===== src/rtl/core/bcd_pkg.sv =====
// Shared types and opcode constants for the bounded circular deque.
`timescale 1ns / 1ps

package bcd_pkg;

   localparam int CAP_W = 11;
   localparam logic [CAP_W-1:0] CAP_RESET = 11'd1024;

   localparam logic [2:0] OP_INSERT_FRONT = 3'd0;
   localparam logic [2:0] OP_INSERT_BACK  = 3'd1;
   localparam logic [2:0] OP_REMOVE_FRONT = 3'd2;
   localparam logic [2:0] OP_REMOVE_BACK  = 3'd3;
   localparam logic [2:0] OP_QUERY        = 3'd4;

   localparam logic signed [31:0] EMPTY_VALUE = -32'sd1;

   typedef struct packed {
      logic [2:0]         opcode;
      logic signed [31:0] value;
   } req_type;

   typedef struct packed {
      logic               ok;
      logic signed [31:0] front_value;
      logic signed [31:0] rear_value;
      logic               empty_res;
      logic               full_res;
   } rsp_type;

   // Controller to datapath commands.
   typedef struct packed {
      logic exec;   // apply the accepted transaction to pointers, count and store
      logic read;   // read front and rear into the result register
   } cmd_type;

endpackage


===== src/rtl/core/bcd_ctrl.sv =====
// Controller state machine: input handshake, store read slot and result valid.
`timescale 1ns / 1ps

module bcd_ctrl
   import bcd_pkg::*;
(
   input  logic    clock,
   input  logic    reset,
   input  logic    req_valid,
   output logic    req_stall,
   output logic    rsp_valid,
   input  logic    rsp_stall,
   output cmd_type cmd
);

   typedef enum logic [1:0] {
      ST_IDLE = 2'b01,
      ST_READ = 2'b10
   } state_type;

   state_type state_ff, state_in;
   logic      rsp_valid_ff, rsp_valid_in;
   logic      accept;
   logic      rsp_take;

   assign req_stall = (state_ff != ST_IDLE);
   assign accept    = req_valid && !req_stall;
   assign rsp_take  = rsp_valid_ff && !rsp_stall;
   assign rsp_valid = rsp_valid_ff;

   always_comb begin
      state_in     = state_ff;
      cmd.exec     = 1'b0;
      cmd.read     = 1'b0;
      rsp_valid_in = rsp_valid_ff && !rsp_take;
      unique case (state_ff)
         ST_IDLE: begin
            if (accept) begin
               cmd.exec = 1'b1;
               state_in = ST_READ;
            end
         end
         ST_READ: begin
            // hold the read until the result register is free
            if (!rsp_valid_ff || rsp_take) begin
               cmd.read     = 1'b1;
               rsp_valid_in = 1'b1;
               state_in     = ST_IDLE;
            end
         end
         default: begin
            state_in = ST_IDLE;
         end
      endcase
   end

   always_ff @(posedge clock) begin
      if (reset) begin
         state_ff     <= ST_IDLE;
         rsp_valid_ff <= 1'b0;
      end else begin
         state_ff     <= state_in;
         rsp_valid_ff <= rsp_valid_in;
      end
   end

   a_rsp_after_read: assert property (@(posedge clock) disable iff (reset)
      $rose(rsp_valid_ff) |-> $past(state_ff == ST_READ))
      else $error("result valid rose without a store read");

   a_accept_to_read: assert property (@(posedge clock) disable iff (reset)
      accept |=> (state_ff == ST_READ))
      else $error("accepted transaction did not move to read");

   a_no_exec_and_read: assert property (@(posedge clock) disable iff (reset)
      !(cmd.exec && cmd.read))
      else $error("exec and read issued together");

endmodule


===== config.mk =====
export PLATFORM = sky130hd
export DESIGN_NAME = bcd_ctrl
export DESIGN_NICKNAME = d
export VERILOG_FILES = /design/src/rtl/core/bcd_pkg.sv /design/src/rtl/core/bcd_ctrl.sv
export SDC_FILE = /design/constraint.sdc
export NUM_CORES = 1
export LEC_CHECK = 0
export BUFFER_PORTS_ARGS = -buffer_cell sky130_fd_sc_hd__buf_2
export CAP_MARGIN = 20
export CORE_AREA = 2 2 39 41
export CTS_CLUSTER_SIZE = 40
export DETAILED_ROUTE_END_ITERATION = 8
export DIE_AREA = 0 0 41 43
export GPL_ROUTABILITY_DRIVEN = 0
export GPL_TIMING_DRIVEN = 0
export HOLD_SLACK_MARGIN = 0.03
export PLACE_DENSITY = 0.36
export SKIP_CTS_REPAIR_TIMING = 1
export SLEW_MARGIN = 30
export SYNTH_ARGS = -nofsm -noshare
export SYNTH_HDL_FRONTEND = slang
export SYNTH_SLANG_ARGS = --single-unit
export TNS_END_PERCENT = 100

===== constraint.sdc =====
create_clock -name clock -period 2.05 [get_ports clock]
set_input_delay 0.41 -clock clock [delete_from_list [all_inputs] [get_ports clock]]
set_output_delay 0.41 -clock clock [all_outputs]
set_load 0.1 [all_outputs]

==> results.json <==
{
  "ys_ff_latch": 3,
  "root_buffer": "clkbuf_4",
  "p_per_area_nw_per_um2": 1010,
  "track_usage": 0.0481,
  "tritoncts": "done",
  "postRouteWirelength_um": 314,
  "worst_pin_slew_ns": 0.488,
  "yosys.area.top_type": "dfxtp_1",
  "grt_first_pass_wirelength_um": 455,
  "clkTransAtPathRegs_ns": 0.04,
  "die_x_um": 41,
  "synth-edff-count": 0,
  "setup_ws_ns": 0.358,
  "drv_slew": 0,
  "met2_usage": 0.0438,
  "required_ns": 1.64,
  "finalHoldViolations": 0,
  "clock_path_buffers": 2,
  "numClockSinks": 3,
  "num-nets-final": 29,
  "clkLatencyLatePin_ns": 0.23,
  "gr-usage-met1": 0.0417,
  "synth_top_area_frac": 0.500,
  "worstSetupPathType": "flip-flop to output pin",
  "ys.flop_type": "dfxtp_1",
  "drive_gt1_frac": 0.458,
  "syn_to_final_growth_pct": 77.1,
  "max-vdd-ir-drop_v": 0.000181,
  "ys.warnings.count": 0,
  "ios": 8,
  "netlist_area_um2": 120,
  "grt_start_max_net_pins": 5,
  "rows": 14,
  "ys_top_cells_by_area": "dfxtp_1 (50%), a21oi_1 (13%), nand4b_1 (7.3%)",
  "synthCells": 13,
  "start_util": 0.0868,
  "detail-route-antenna-nets": 0,
  "first_global_vias": 127,
  "drt_pass1_iterations": 4,
  "wire_per_inst_um": 7.85,
  "die_h_um": 43,
  "avgSynthCellArea_um2": 9.24,
  "grt_antenna_before_repair": 0,
  "synth_common_cells": "a21oi_1 (3), dfxtp_1 (3)",
  "fin_crit_sh": 0.825,
  "finalSetupViolCount": 0,
  "ys_types": 9,
  "period_minus_slack_ns": 1.69,
  "worstPathArrival_ns": 1.28,
  "outcome": "finished, final reports clean",
  "async_flop_share": 0,
  "hold_path.class": "primary input to flip-flop",
  "placed_cell_area_um2": 186,
  "critPathCaptureType": "output pin",
  "core_um2": 1380,
  "met3_usage": 0.0628,
  "leakage_nw": 0.100,
  "cp-start-kind": "flip-flop",
  "critPathMaxFanout": 4,
  "yosysSeqAreaShare": 0.500,
  "grt_setup_unrepaired": "false",
  "dieArea_um2": 1760,
  "setup_tns_ns": 0,
  "h-tree-depth": 1,
  "fin_area_um2": 213,
  "first_iter_violations": 3,
  "vias": 135,
  "grt.overflow.total": 0,
  "drc": 0,
  "via_per_inst": 3.38,
  "synth_fp_nets": 17,
  "maxSlewHeadroom": 0.677,
  "grt-busiest-layer": "met3",
  "numCtsBuffers": 3,
  "cap_violations": 0,
  "diodes": 0,
  "clock_skew_ns": 0.000768,
  "dp_slack_ns": 0.538,
  "numPortBuffers": 7,
  "max_clock_freq_mhz": 591,
  "reg2reg_slack_ns": 1.20
}
final timing paths:
path | startpoint | to | cells after the start
worst min register to register | rsp_valid | rsp_valid | 2
worst min-delay path | reset | state_ff[1] | 2
worst max register to register | rsp_valid | state_ff[0] | 2
worst max-delay path | state_ff[0] | cmd[0] | 3
where the power goes:
part	internal, mW	switching, mW	leakage [nW]
sequential	0.0616	0.00232	0.0246
clock	0.0728	0.0286	0.0150
combinational	0.00932	0.0402	0.0607
total	0.144	0.0712	0.100
cell type report:
class	count	area, um^2
clock buffer	4	26.3
fill	166	1170
inverter	1	3.75
multi-input combinational	9	67.6
sequential	3	60.1
tap	16	20.0
timing repair buffer	7	35.0
stage by stage:
step / hold WS (ns) / instances / utilization / power [mW]
after detailed placement: 0.516 / 36 / 0.135 / 0.115
after CTS: 0.363 / 40 / 0.154 / 0.223
after global routing: 0.375 / 40 / 0.154 / 0.232
after global placement: 0.504 / 36 / 0.135 / 0.114
after floorplan: 0.479 / 13 / - / 0.105
final: 0.370 / 40 / 0.154 / 0.215
logic make-up (layout without fill, tap and decap cells):
logic type             Yosys count  after routing  synth area share
AOI/OAI and AO/OA                4              4             0.187
buffers and inverters            1             12            0.0312
DFF                              3              3             0.500
and+or+nand+nor                  5              5             0.281
layout by cell type, fill, tap and decap left out:
| cell | synthesis | final |
|---|---|---|
| a21o_1 | 1 | 1 |
| a21oi_1 | 3 | 2 |
| a21oi_4 | 0 | 1 |
| buf_2 | 0 | 7 |
| clkbuf_1 | 0 | 1 |
| clkbuf_4 | 0 | 3 |
| dfxtp_1 | 3 | 3 |
| inv_1 | 1 | 1 |
| nand2_1 | 1 | 1 |
| nand2b_1 | 1 | 1 |
| nand3b_1 | 1 | 1 |
| nand4b_1 | 1 | 1 |
| or2b_1 | 1 | 1 |
layer usage:
| metal | vias up | share of wire | wire, um |
|---|---|---|---|
| met5 | - | 0 | 0 |
| met4 | 0 | 0.019 | 6 |
| met3 | 2 | 0.21 | 65 |
| met1 | 58 | 0.41 | 129 |
| met2 | 8 | 0.36 | 113 |
| li1 | 67 | - | - |
state kept, by name, summed over array words and instances, names as in the netlist:
name       flops
rsp_valid      1
state_ff       2
worst max-delay path: stages, from the launching register on:
cell and delay, ns:
dfxtp_1 0.31, nand2b_1 0.19, a21oi_4 0.12, buf_2 0.43
(Power assumes the default switching activity.)
